### config.mk
export PLATFORM = sky130hd
export DESIGN_NAME = tape_alignment_settle_controller_unit
export DESIGN_NICKNAME = d
export VERILOG_FILES = /design/src/rtl/tasc_pkg.sv /design/src/rtl/tasc_cfg.sv /design/src/rtl/tasc_eval.sv /design/src/rtl/tape_alignment_settle_controller_unit.sv
export SDC_FILE = /design/constraint.sdc
export NUM_CORES = 1
export LEC_CHECK = 0
export BUFFER_PORTS_ARGS = -buffer_cell sky130_fd_sc_hd__buf_2
export CORE_MARGIN = 4
export CORE_UTILIZATION = 23
export DETAILED_ROUTE_END_ITERATION = 12
export GPL_TIMING_DRIVEN = 0
export HOLD_SLACK_MARGIN = 0.12
export SYNTH_ARGS = -nofsm -noshare
export SYNTH_HDL_FRONTEND = slang
export SYNTH_SLANG_ARGS = --single-unit
### constraint.sdc
create_clock -name clk_i -period 8.6 [get_ports clk_i]
set_input_delay 1.29 -clock clk_i [delete_from_list [all_inputs] [get_ports clk_i]]
set_output_delay 1.29 -clock clk_i [all_outputs]
set_load 0.03 [all_outputs]
### src/rtl/tasc_pkg.sv
package tasc_pkg;

  localparam logic [1:0] OP_UPDATE = 2'd0;
  localparam logic [1:0] OP_START  = 2'd1;
  localparam logic [1:0] OP_RESET  = 2'd2;

  localparam logic [1:0] RC_OK            = 2'd0;
  localparam logic [1:0] RC_INVALID_ARG   = 2'd1;
  localparam logic [1:0] RC_INVALID_STATE = 2'd2;

  localparam logic [1:0] ST_IDLE     = 2'd0;
  localparam logic [1:0] ST_RUNNING  = 2'd1;
  localparam logic [1:0] ST_COMPLETE = 2'd2;
  localparam logic [1:0] ST_TIMEOUT  = 2'd3;

  localparam int unsigned CfgIdxWidth = 3;
  localparam int unsigned CfgDataWidth = 32;

  localparam logic [CfgIdxWidth-1:0] REG_ALIGN_MODE       = 3'd0;
  localparam logic [CfgIdxWidth-1:0] REG_CORRECTION_SPEED = 3'd1;
  localparam logic [CfgIdxWidth-1:0] REG_LINE_TOL         = 3'd2;
  localparam logic [CfgIdxWidth-1:0] REG_TIMEOUT_US       = 3'd3;
  localparam logic [CfgIdxWidth-1:0] REG_SETTLE_NEEDED    = 3'd4;

  typedef struct packed {
    logic        align_mode;
    logic [14:0] correction_speed;
    logic [14:0] line_tol;
    logic [31:0] timeout_us;
    logic [7:0]  settle_needed;
  } cfg_t;

  typedef struct packed {
    logic [1:0]  run_status;
    logic [31:0] elapsed_time;
    logic [7:0]  settle_cnt;
    logic        started;
  } run_state_t;

  typedef struct packed {
    logic [1:0]         result_code;
    logic [1:0]         align_status;
    logic               aligned;
    logic               move_req;
    logic signed [15:0] vel_x;
    logic signed [15:0] vel_y;
  } result_t;

endpackage

### src/rtl/tasc_cfg.sv
module tasc_cfg (
  input  logic                                 clk_i,
  input  logic                                 rst_ni,
  input  logic                                 cfg_we_i,
  input  logic [tasc_pkg::CfgIdxWidth-1:0]     cfg_idx_i,
  input  logic [tasc_pkg::CfgDataWidth-1:0]    cfg_data_i,
  output tasc_pkg::cfg_t                       cfg_o
);

  tasc_pkg::cfg_t cfg_q, cfg_d;

  always_comb begin
    cfg_d = cfg_q;
    if (cfg_we_i) begin
      case (cfg_idx_i)
        tasc_pkg::REG_ALIGN_MODE:       cfg_d.align_mode       = cfg_data_i[0];
        tasc_pkg::REG_CORRECTION_SPEED: cfg_d.correction_speed = cfg_data_i[14:0];
        tasc_pkg::REG_LINE_TOL:         cfg_d.line_tol         = cfg_data_i[14:0];
        tasc_pkg::REG_TIMEOUT_US:       cfg_d.timeout_us       = cfg_data_i[31:0];
        tasc_pkg::REG_SETTLE_NEEDED:    cfg_d.settle_needed    = cfg_data_i[7:0];
        default: ;
      endcase
    end
  end

  always_ff @(posedge clk_i or negedge rst_ni) begin
    if (!rst_ni) begin
      cfg_q.align_mode       <= 1'b0;
      cfg_q.correction_speed <= 15'd100;
      cfg_q.line_tol         <= 15'd1024;
      cfg_q.timeout_us       <= 32'd2000000;
      cfg_q.settle_needed    <= 8'd3;
    end else begin
      cfg_q <= cfg_d;
    end
  end

  assign cfg_o = cfg_q;

endmodule

### src/rtl/tasc_eval.sv
module tasc_eval #(
  parameter int unsigned ERROR_WIDTH = 16
) (
  input  tasc_pkg::cfg_t                 cfg_i,
  input  tasc_pkg::run_state_t           state_i,
  input  logic [1:0]                     opcode_i,
  input  logic [15:0]                    dt_us_i,
  input  logic                           front_hit_i,
  input  logic signed [ERROR_WIDTH-1:0]  front_offset_i,
  input  logic                           back_hit_i,
  input  logic signed [ERROR_WIDTH-1:0]  back_offset_i,
  input  logic                           side_hit_i,
  input  logic signed [ERROR_WIDTH-1:0]  side_offset_i,
  output tasc_pkg::run_state_t           state_o,
  output tasc_pkg::result_t              result_o
);

  localparam int unsigned CmpWidth = (ERROR_WIDTH > 15) ? ERROR_WIDTH : 15;

  logic [ERROR_WIDTH-1:0]      front_mag, back_mag, side_mag;
  logic [CmpWidth-1:0]         tol_ext;
  logic                        front_ok, back_ok, side_ok;
  logic signed [ERROR_WIDTH:0] fb_sum;
  logic [32:0]                 elapsed_sum;
  logic [31:0]                 elapsed_new;
  logic [7:0]                  settle_inc;
  logic                        close;
  logic                        want_motion;
  logic signed [15:0]          spd_pos, spd_neg;
  logic [1:0]                  status_new;

  assign front_mag = front_offset_i[ERROR_WIDTH-1] ? (~front_offset_i + 1'b1)
                                                   : front_offset_i;
  assign back_mag  = back_offset_i[ERROR_WIDTH-1]  ? (~back_offset_i + 1'b1)
                                                   : back_offset_i;
  assign side_mag  = side_offset_i[ERROR_WIDTH-1]  ? (~side_offset_i + 1'b1)
                                                   : side_offset_i;

  assign tol_ext  = CmpWidth'(cfg_i.line_tol);
  assign front_ok = CmpWidth'(front_mag) <= tol_ext;
  assign back_ok  = CmpWidth'(back_mag) <= tol_ext;
  assign side_ok  = CmpWidth'(side_mag) <= tol_ext;

  assign fb_sum = (ERROR_WIDTH+1)'(front_offset_i) + (ERROR_WIDTH+1)'(back_offset_i);

  assign elapsed_sum = {1'b0, state_i.elapsed_time} + {17'd0, dt_us_i};
  assign elapsed_new = elapsed_sum[32] ? 32'hFFFF_FFFF : elapsed_sum[31:0];

  assign settle_inc = (state_i.settle_cnt == 8'hFF) ? state_i.settle_cnt
                                                    : state_i.settle_cnt + 8'd1;

  assign spd_pos = {1'b0, cfg_i.correction_speed};
  assign spd_neg = -spd_pos;

  always_comb begin
    if (cfg_i.align_mode == 1'b0) begin
      close       = front_hit_i && back_hit_i && front_ok && back_ok;
      want_motion = !close && front_hit_i && back_hit_i;
    end else begin
      close       = side_hit_i && back_hit_i && side_ok;
      want_motion = !close && side_hit_i && back_hit_i;
    end
  end

  always_comb begin
    state_o  = state_i;
    result_o = '0;
    result_o.align_status = state_i.run_status;
    status_new = state_i.run_status;
    case (opcode_i)
      tasc_pkg::OP_RESET: begin
        state_o = '0;
        result_o.result_code  = tasc_pkg::RC_OK;
        result_o.align_status = tasc_pkg::ST_IDLE;
      end
      tasc_pkg::OP_START: begin
        if (state_i.started) begin
          result_o.result_code = tasc_pkg::RC_INVALID_STATE;
        end else begin
          state_o.run_status   = tasc_pkg::ST_RUNNING;
          state_o.elapsed_time = '0;
          state_o.settle_cnt   = '0;
          state_o.started      = 1'b1;
          result_o.result_code  = tasc_pkg::RC_OK;
          result_o.align_status = tasc_pkg::ST_RUNNING;
        end
      end
      tasc_pkg::OP_UPDATE: begin
        if (dt_us_i == 16'd0) begin
          result_o.result_code = tasc_pkg::RC_INVALID_ARG;
        end else if (!state_i.started) begin
          result_o.result_code = tasc_pkg::RC_INVALID_STATE;
        end else begin
          state_o.elapsed_time = elapsed_new;
          if (close) begin
            state_o.settle_cnt = settle_inc;
            if (settle_inc >= cfg_i.settle_needed) begin
              status_new = tasc_pkg::ST_COMPLETE;
            end
          end else begin
            state_o.settle_cnt = '0;
          end
          if (status_new == tasc_pkg::ST_RUNNING && elapsed_new >= cfg_i.timeout_us) begin
            status_new = tasc_pkg::ST_TIMEOUT;
          end
          state_o.run_status    = status_new;
          result_o.result_code  = tasc_pkg::RC_OK;
          result_o.align_status = status_new;
          result_o.aligned      = close;
          if (status_new == tasc_pkg::ST_RUNNING && want_motion) begin
            result_o.move_req = 1'b1;
            if (cfg_i.align_mode == 1'b0) begin
              result_o.vel_y = fb_sum[ERROR_WIDTH] ? spd_neg : spd_pos;
            end else begin
              result_o.vel_x = side_offset_i[ERROR_WIDTH-1] ? spd_pos : spd_neg;
            end
          end
        end
      end
      default: begin
        result_o.result_code = tasc_pkg::RC_INVALID_ARG;
      end
    endcase
  end

endmodule

### src/rtl/tape_alignment_settle_controller_unit.sv
// Channel   Handshake                 Payload
// request   in_valid_i / in_stall_o   opcode_i, dt_us_i, *_hit_i, *_offset_i
// result    out_valid_o / out_stall_i result_code_o, align_status_o, aligned_o,
//                                     move_req_o, vel_x_o, vel_y_o
// config    cfg_we_i                  cfg_idx_i, cfg_data_i
// One request per cycle unless stalled; its result enters the output register.
// The evaluation is a single combinational pass from the request and run state.
// Reset clears the run state and output valid and loads the register defaults.
// A stalled result holds the output register and stalls the request side.
module tape_alignment_settle_controller_unit #(
  parameter int unsigned ERROR_WIDTH = 16
) (
  input  logic                                 clk_i,
  input  logic                                 rst_ni,
  input  logic                                 cfg_we_i,
  input  logic [tasc_pkg::CfgIdxWidth-1:0]     cfg_idx_i,
  input  logic [tasc_pkg::CfgDataWidth-1:0]    cfg_data_i,
  input  logic                                 in_valid_i,
  output logic                                 in_stall_o,
  input  logic [1:0]                           opcode_i,
  input  logic [15:0]                          dt_us_i,
  input  logic                                 front_hit_i,
  input  logic signed [ERROR_WIDTH-1:0]        front_offset_i,
  input  logic                                 back_hit_i,
  input  logic signed [ERROR_WIDTH-1:0]        back_offset_i,
  input  logic                                 side_hit_i,
  input  logic signed [ERROR_WIDTH-1:0]        side_offset_i,
  output logic                                 out_valid_o,
  input  logic                                 out_stall_i,
  output logic [1:0]                           result_code_o,
  output logic [1:0]                           align_status_o,
  output logic                                 aligned_o,
  output logic                                 move_req_o,
  output logic signed [15:0]                   vel_x_o,
  output logic signed [15:0]                   vel_y_o
);

  tasc_pkg::cfg_t       cfg;
  tasc_pkg::run_state_t state_q, state_d;
  tasc_pkg::result_t    res_q, res_d;
  logic                 out_valid_q, out_valid_d;
  logic                 accept;

  tasc_cfg u_cfg (
    .clk_i      (clk_i),
    .rst_ni     (rst_ni),
    .cfg_we_i   (cfg_we_i),
    .cfg_idx_i  (cfg_idx_i),
    .cfg_data_i (cfg_data_i),
    .cfg_o      (cfg)
  );

  tasc_eval #(
    .ERROR_WIDTH (ERROR_WIDTH)
  ) u_eval (
    .cfg_i          (cfg),
    .state_i        (state_q),
    .opcode_i       (opcode_i),
    .dt_us_i        (dt_us_i),
    .front_hit_i    (front_hit_i),
    .front_offset_i (front_offset_i),
    .back_hit_i     (back_hit_i),
    .back_offset_i  (back_offset_i),
    .side_hit_i     (side_hit_i),
    .side_offset_i  (side_offset_i),
    .state_o        (state_d),
    .result_o       (res_d)
  );

  assign in_stall_o  = out_valid_q & out_stall_i;
  assign accept      = in_valid_i & ~in_stall_o;
  assign out_valid_d = accept | (out_valid_q & out_stall_i);

  always_ff @(posedge clk_i or negedge rst_ni) begin
    if (!rst_ni) begin
      state_q     <= '0;
      out_valid_q <= 1'b0;
    end else begin
      out_valid_q <= out_valid_d;
      if (accept) begin
        state_q <= state_d;
      end
    end
  end

  always_ff @(posedge clk_i) begin
    if (accept) begin
      res_q <= res_d;
    end
  end

  assign out_valid_o    = out_valid_q;
  assign result_code_o  = res_q.result_code;
  assign align_status_o = res_q.align_status;
  assign aligned_o      = res_q.aligned;
  assign move_req_o     = res_q.move_req;
  assign vel_x_o        = res_q.vel_x;
  assign vel_y_o        = res_q.vel_y;

endmodule
Yosys cells after proc, flatten, opt, wreduce, memory -nomap -nowiden
Index checks and enable logic that the tools add are counted.
W data, S select, Z words.
{"block": "op_classes", "add_sub_neg": 7, "order_cmp": 5, "n_eq_ne": 12, "n_mux": 35, "n_bitwise": 12, "n_reduce_logical": 30}
{"op": "$pmux W42 S3", "n": 1}
{"op": "$mux W16", "n": 7}
{"op": "$mux W42", "n": 2}
{"op": "$mux W36", "n": 2}
{"op": "$add A16 B1 Y16 const B", "n": 3}
{"op": "$le A16 B15 Y1", "n": 3}
{"op": "$not A16 Y16", "n": 3}
{"op": "$mux W43", "n": 1}
{"op": "$add A32 B16 Y33", "n": 1}
{"op": "$mux W33", "n": 1}
{"op": "$ge A32 B32 Y1", "n": 1}
{"op": "$mux W32", "n": 1}
{"op": "$mux W2", "n": 13}
{"op": "$add A16 B16 Y17", "n": 1}
{"op": "$logic_not A16 Y1", "n": 1}
{"op": "$mux W8", "n": 2}
{"op": "$neg A15 Y16", "n": 1}
{"op": "$pmux W2 S3", "n": 2}
{"op": "$reduce_and A2 Y1", "n": 6}
{"op": "$reduce_or A6 Y1", "n": 2}
{"op": "$logic_and A1 B1 Y1", "n": 11}
{"op": "$reduce_or A5 Y1", "n": 2}
{"op": "$add A8 B1 Y8 const B", "n": 1}
{"op": "$eq A8 B8 Y1 const B", "n": 1}
{"op": "19 further kinds", "n": 32}
{"block": "word_totals", "ff_bits": 153, "out_inout_bits": 40, "elab_cells": 119}

Depth between registers and ports, before layout
Gate-level depths: netlist of the first run.
{"block": "depth", "word_depth": 23, "mapped_depth": 22, "ltp_nobuf": 19}

Modules after synthesis
A second synthesis of the first run with hierarchy kept.
{"block": "unflattened", "hier_cells": 1211, "hier_area_um2": 11977.7}
{"mod": "tasc_eval", "instances": 1, "cells_per_inst": 924, "area_per_inst_um2": 6371.1, "seq_area_each_um2": 0.0}
{"mod": "tasc_cfg", "instances": 1, "cells_per_inst": 155, "area_per_inst_um2": 2811.4, "seq_area_each_um2": 1793.0}
{"mod": "tape_alignment_settle_controller_unit", "instances": 1, "cells_per_inst": 132, "area_per_inst_um2": 2795.2, "seq_area_each_um2": 2242.2}

Least setup slack after synthesis of the first run
OpenSTA, ideal clock, no wires.
{"block": "synth_timing", "path_type": "in2reg", "from": "input port dt_us_i[0]", "to": "register res_q (netlist bit vel_y_o[7]) (data pin)", "setup_ns": 0.138, "arrival_time_ns": 5.743, "t_required_ns": 8.462, "setup_slack_ns": 2.719, "path_stages": 22, "path_buffers": 4, "cell_sequence": "ha_1 -> fa_1 -> a21o_1 -> a21oi_1 -> o21ai_0 -> a22oi_1 -> a31oi_1 -> nand2_1 -> clkbuf_1 -> buf_1 -> nand2_1 -> ha_1 -> a21o_1 -> a221o_1 -> a21oi_1 -> o211ai_1 -> a21oi_1 -> nand4_1 -> or3b_1 -> buf_2 -> buf_6 -> nor2_1"}
{"block": "synth_between", "elab_chain_cells": 12, "word_cells_on_any_way": 13}
{"element": "start: declaration", "line_no": "tape_alignment_settle_controller_unit.sv:21", "text": "input logic [15:0] dt_us_i,"}
{"element": "$add A32 B16 Y33", "line_no": "tasc_eval.sv:46", "text": "assign elapsed_sum = {1'b0, state_i.elapsed_time} + {17'd0, dt_us_i};"}
{"element": "$mux W32", "line_no": "tasc_eval.sv:47", "text": "assign elapsed_new = elapsed_sum[32] ? 32'hFFFF_FFFF : elapsed_sum[31:0];"}
{"element": "$ge A32 B32 Y1", "line_no": "tasc_eval.sv:103", "text": "if (status_new == tasc_pkg::ST_RUNNING && elapsed_new >= cfg_i.timeout_us) begin"}
{"element": "$logic_and A1 B1 Y1", "line_no": "tasc_eval.sv:103"}
{"element": "$mux W2", "line_no": "tasc_eval.sv:103"}
{"element": "$mux W2", "line_no": "tasc_eval.sv:91", "text": "end else if (!state_i.started) begin"}
{"element": "$mux W2", "line_no": "tasc_eval.sv:89", "text": "if (dt_us_i == 16'd0) begin"}
{"element": "$mux W2", "line_no": "tasc_eval.sv:70", "text": "case (opcode_i)"}
{"element": "$eq A2 B1 Y1", "line_no": "tasc_eval.sv:110", "text": "if (status_new == tasc_pkg::ST_RUNNING && want_motion) begin"}
{"element": "$logic_and A1 B1 Y1", "line_no": "tasc_eval.sv:110"}
{"element": "$not A1 Y1 (no line)"}
{"element": "$reduce_or A5 Y1 (no line) (*)"}
{"element": "end signal: assignment", "line_no": "tape_alignment_settle_controller_unit.sv:88", "text": "res_q <= res_d;"}
{"element": "end: declaration", "line_no": "tape_alignment_settle_controller_unit.sv:40", "text": "tasc_pkg::result_t res_q, res_d;"}
Every way passes the cells marked *; elsewhere a longest branch is shown, timed or not. The select of a mux whose other input is x is not followed.
A chain may end at the register's enable or synchronous reset.

Worst setup path after layout of the first run
{"block": "layout_timing", "from": "input port dt_us_i[0]", "to": "register res_q (netlist bit vel_x_o[11]) (data pin)"}
Same word-level chain as after synthesis.

==> metrics.yaml, run 1 <==
ys_types: 72
hpwl_um: 27200
synthesis.area_sq_um: 11200
max_cap_viol_count: 0
yosys_warnings: 0
critical-path-slowest-cell: "buf_1"
antenna_found_initial: 13
status: "finished clean"
fin_ws_ns: 1.50
crit_fanout: 10
ys_seq_area_frac: 0.361
post_drt_wl_per_cell_um: 16.9
peakVddDrop_mv: 0.171
grt_pass1_vias: 9608
finalSetupTns_ns: 0
synth_edf_count: 38
grt_max_degree: 95
crit_path_max_incr_delay_ns: 0.47
fin_util: 0.278
cts_tree: "done"
path_class: "input pin to flop"
postRouteWirelength_um: 33700
clk_latency_ns: 0.44
dpl_worst_slack_ns: 1.06
area_delta_synth_final_pct: 19.3
crit_chain: "buf_2 -> ha_1 -> fa_1 -> a21o_1 -> a21oi_1 -> o21ai_0 -> a22oi_1 -> a31oi_1 -> nand2_1 -> clkbuf_1 -> buf_1 -> nand2_1 -> ha_1 -> a21o_1 -> a221o_1 -> a21oi_1 -> o211ai_1 -> a21oi_1 -> nand4b_2 -> buf_4 -> nor4bb_1"
synth_seq_cells: 153
h-tree-depth: 4
cts_sinks: 153
portBuffers: 148
nFillCells: 5076
p_leak_nw: 5.88
finalSetupViolCount: 0
yosys_most_used_dff: "dfrtp_1"
drt_iter0_drc: 603
finalCriticalPeriod_ns: 7.10
synth_cells: 1191
core-area_sq_um: 47900
first_pass_iters: 4
ios: 149
nNetsFinal: 1593
die_x_um: 229
drv_slew: 0
cts_made_buffers: 17
mostFrequentLayoutCells: "148 x buf_2, 124 x ha_1, 118 x nand2_1"
vias: 9548
clock_path_buffers: 2
grt_pass1_wl_um: 53400
fmax_mhz: 141
clockRootBuffer: "clkbuf_16"
cts.reportedPaths.clkPinSlew_ns: 0.07
drcViolationCount: 0
holdWs_ns: 0.499
final_antenna_net_count: 0
die_h_um: 229
finClkSkew_ns: 0.00655
post-route-period-util: 0.826
die_area_sq_um: 52200
grt_overflow: 0
start_util: 0.233
worst_pin_slew_ns: 1.12
cts_resized: 0
rsz0062_at_grt: "false"
hold_viol: 0
async_flop_share: 0.752
relSlewSlack: 0.252
cts_setup_buffers: 0
postCtsHoldBufs: 0
synthesis.nets: 1425
arrival_ns: 7.33
critPathCaptureType: "flop"
cp_common_cell: "a21oi_1"
required_ns: 8.83
row_count: 80
p_total_mw: 2.42
powerDensity_nw_per_um2: 182
vias_per_cell: 4.79
gp_congestion: 0.844
start_kind: "input pin"
synth_area_per_cell_sq_um: 9.39
drive_gt1_frac: 0.195
mostFrequentLayoutCell: "buf_2"
track_usage: 0.128
hp-class: "flop to flop"
## Yosys cell counts (all sizes together), types with 22 or more instances
cell type	count	area share
clkbuf	33	0.011
mux2	51	0.051
nor2	81	0.027
inv	78	0.026
ha	124	0.14
edfxtp	38	0.10
nand3	26	0.012
nand2	118	0.040
xnor2	77	0.060
a21oi	64	0.029
o21ai	80	0.036
nand4	22	0.012
dfrtp	102	0.23
a21o	22	0.015
## registers in the layout, summed over array words and instances (netlist names)
register / count
state_q: 43
u_cfg.cfg_o: 71
vel_y_o: 16
align_status_o: 2
move_req_o: 1
vel_x_o: 16
aligned_o: 1
result_code_o: 2
out_valid_o: 1
## per-layer routing
| metal | global-route usage | up-vias | share of wire | wire length, um |
|---|---|---|---|---|
| met5 | 0 | - | 0.0012 | 41 |
| met4 | 0.0408 | 8 | 0.019 | 639 |
| met3 | 0.0257 | 42 | 0.046 | 1540 |
| met2 | 0.210 | 199 | 0.47 | 15800 |
| met1 | 0.168 | 4605 | 0.46 | 15600 |
| li1 | - | 4694 | - | - |
## report_power, final
| group | switching [mW] | total, mW | internal, mW |
|---|---|---|---|
| Clock | 0.356 | 0.773 | 0.416 |
| Sequential | 0.0616 | 0.908 | 0.847 |
| Combinational | 0.427 | 0.743 | 0.316 |
| Total | 0.845 | 2.42 | 1.58 |
## layout make-up
cell class                 instances  area, sq um  area share
multi-input combinational        918         6690       0.501
sequential                       153         4040       0.302
timing repair buffer             149          774      0.0580
tap                              615          769      0.0577
clock buffer                      17          425      0.0319
inverter                          78          293      0.0219
buffer                            42          170      0.0128
clock inverter                    15          169      0.0127
antenna                            7         17.5     0.00131
## worst max-delay path, delay by kind of cell
family                   cells  cell delay [ns]
buffers and inverters        4             1.31
AO/OA/AOI/OAI               10             2.64
adder cells (fa/ha/maj)      3             0.97
AND/OR/NAND/NOR              4             1.11
## cells by family (layout without fill, tap and decap cells)
logic type / Yosys count / in the layout / synth area share
flops: 153 / 153 / 0.361
fa+ha+maj: 125 / 125 / 0.140
other cells: 0 / 7 / 0
buf+inv: 120 / 301 / 0.0414
xor+xnor: 90 / 90 / 0.0705
compound gates: 277 / 277 / 0.163
simple gates: 371 / 371 / 0.170
mux: 55 / 55 / 0.0549
## final timing paths
check,cells after the start,from,slack [ns],endpoint
worst max-delay path,21,dt_us_i[0],1.50,vel_x_o[11]
worst min-delay path,2,state_q[9],0.50,state_q[9]
worst max register to register,20,state_q[9],2.09,vel_x_o[11]
worst min register to register,2,state_q[9],0.50,state_q[9]
max in group asynchronous,2,rst_ni,7.14,u_cfg.cfg_o[60]
min in group asynchronous,1,rst_ni,0.69,u_cfg.cfg_o[33]
## per-stage QoR
stage / area, sq um / std cells
CTS: 13300 / 1987
detailed placement: 12700 / 1955
global route: 13300 / 1991
finish: 13300 / 1994
global placement: 12700 / 1954
floorplan: 11200 / 1191
No activity file was read; power rests on OpenSTA's default activity.
==> inputs of run 2 (changes only) <==
Clock period 8.6 ns to 6.6 ns, I/O delays scaled along.
==> metrics.yaml, run 2 (same netlist as run 1, synthesis figures left out) <==
worst_pin_slew_ns: 1.11
path_class: "input pin to flop"
die_h_um: 229
cts_tree: "done"
crit_path_max_incr_delay_ns: 0.42
die_area_sq_um: 52200
drive_gt1_frac: 0.198
track_usage: 0.128
crit_chain: "buf_2 -> ha_1 -> fa_1 -> a21o_1 -> a21oi_1 -> o21ai_0 -> a22oi_1 -> a31oi_2 -> nand2_1 -> clkbuf_2 -> buf_2 -> nand2_1 -> ha_1 -> a21o_1 -> a221o_1 -> a21oi_1 -> o211ai_1 -> a21oi_2 -> nand4b_2 -> buf_4 -> nor4bb_1"
grt_overflow: 0
met2_length_um: 15900
first_pass_iters: 5
grt_max_degree: 95
drt_iter0_drc: 625
clockRootBuffer: "clkbuf_16"
gp_congestion: 0.844
largest_reg_flops: 71
hp-class: "input pin to async pin"
postRouteWirelength_um: 33700
powerDensity_nw_per_um2: 237
crit_fanout: 10
critical-path-slowest-cell: "fa_1"
hold_viol: 0
placed_cell_area_sq_um: 12700
h-tree-depth: 4
grt_pass1_vias: 9608
finalSetupViolCount: 0
row_count: 80
ios: 149
start_kind: "input pin"
finClkSkew_ns: 0.00694
relSlewSlack: 0.256
cts.reportedPaths.clkPinSlew_ns: 0.07
area_delta_synth_final_pct: 19.4
die_x_um: 229
cts_sinks: 153
post-route-period-util: 0.929
peakVddDrop_mv: 0.222
core-area_sq_um: 47900
vias_per_cell: 4.79
mostFrequentLayoutCell: "buf_2"
holdWs_ns: 0.385
vias: 9543
nNetsFinal: 1593
post_drt_wl_per_cell_um: 16.9
fmax_mhz: 163
drv_slew: 0
critPathCaptureType: "flop"
drcViolationCount: 0
arrival_ns: 6.36
postCtsHoldBufs: 0
m1WireLength_um: 15600
final_cell_area_sq_um: 13400
required_ns: 6.83
p_leak_nw: 5.88
grt_pass1_wl_um: 53400
finalSetupTns_ns: 0
max_cap_viol_count: 0
portBuffers: 148
p_total_mw: 3.16
status: "finished clean"
cts_made_buffers: 17
mostFrequentLayoutCells: "149 x buf_2, 124 x ha_1, 118 x nand2_1"
highest_layer: "met5"
dp_cells: 1955
final_antenna_net_count: 0
wl_met3_um: 1480
start_util: 0.233
clock_path_buffers: 2
hpwl_um: 27200
fin_cells: 1994
antenna_found_initial: 13
finalCriticalPeriod_ns: 6.13
rsz0062_at_grt: "false"
clk_latency_ns: 0.44
## run 2: metal layers
layer,GRT usage,vias to the layer above
li1,-,4690
met1,0.168,4611
met2,0.210,190
met3,0.0257,44
met4,0.0408,8
met5,0,-
## run 2: final cells by class
type                            count  area, sq um
Sequential cell                   153         4040
Multi-Input combinational cell    918         6700
Buffer                             42          173
Antenna cell                        7         17.5
Inverter                           78          293
Timing Repair Buffer              149          774
Clock inverter                     15          169
Fill cell                        5074        34600
Tap cell                          615          769
Clock buffer                       17          425
## run 2: what timing repair did
item                                    in CTS  in global routing
endpoints found under the setup margin      17                 18
gates resized for setup                      2                  2
buffers inserted                             0                  0
## run 2: stage by stage
step / setup slack [ns] / util
finish: 0.470 / 0.279
global route: 0.104 / 0.278
CTS: 0.182 / 0.278
detailed placement: -0.641 / 0.266
global placement: -0.485 / 0.265
floorplan: 1.02 / -
## run 2: power breakdown
part | total, mW | switching [mW] | internal [mW]
Combinational | 0.969 | 0.557 | 0.412
Clock | 1.01 | 0.465 | 0.542
Sequential | 1.18 | 0.0799 | 1.10
Total | 3.16 | 1.10 | 2.06
## run 2: final timing paths
check                            from               to  slack (ns)  cells past startpoint
hold / removal                 rst_ni  u_cfg.cfg_o[33]        0.39                      1
setup / recovery           dt_us_i[0]      vel_x_o[11]        0.47                     21
hold reg to reg            state_q[9]       state_q[9]        0.50                      2
min in group clk_i         state_q[9]       state_q[9]        0.50                      2
setup reg to reg           state_q[9]      vel_x_o[11]        0.76                     20
max in group asynchronous      rst_ni  u_cfg.cfg_o[60]        5.43                      2
## run 2: critical path: cells and delay by family
kind / cells / cell delay (ns)
AOI/OAI and AO/OA: 10 / 2.45
and+or+nand+nor: 4 / 1.00
buffers and inverters: 4 / 0.98
adders and majority gates: 3 / 0.95
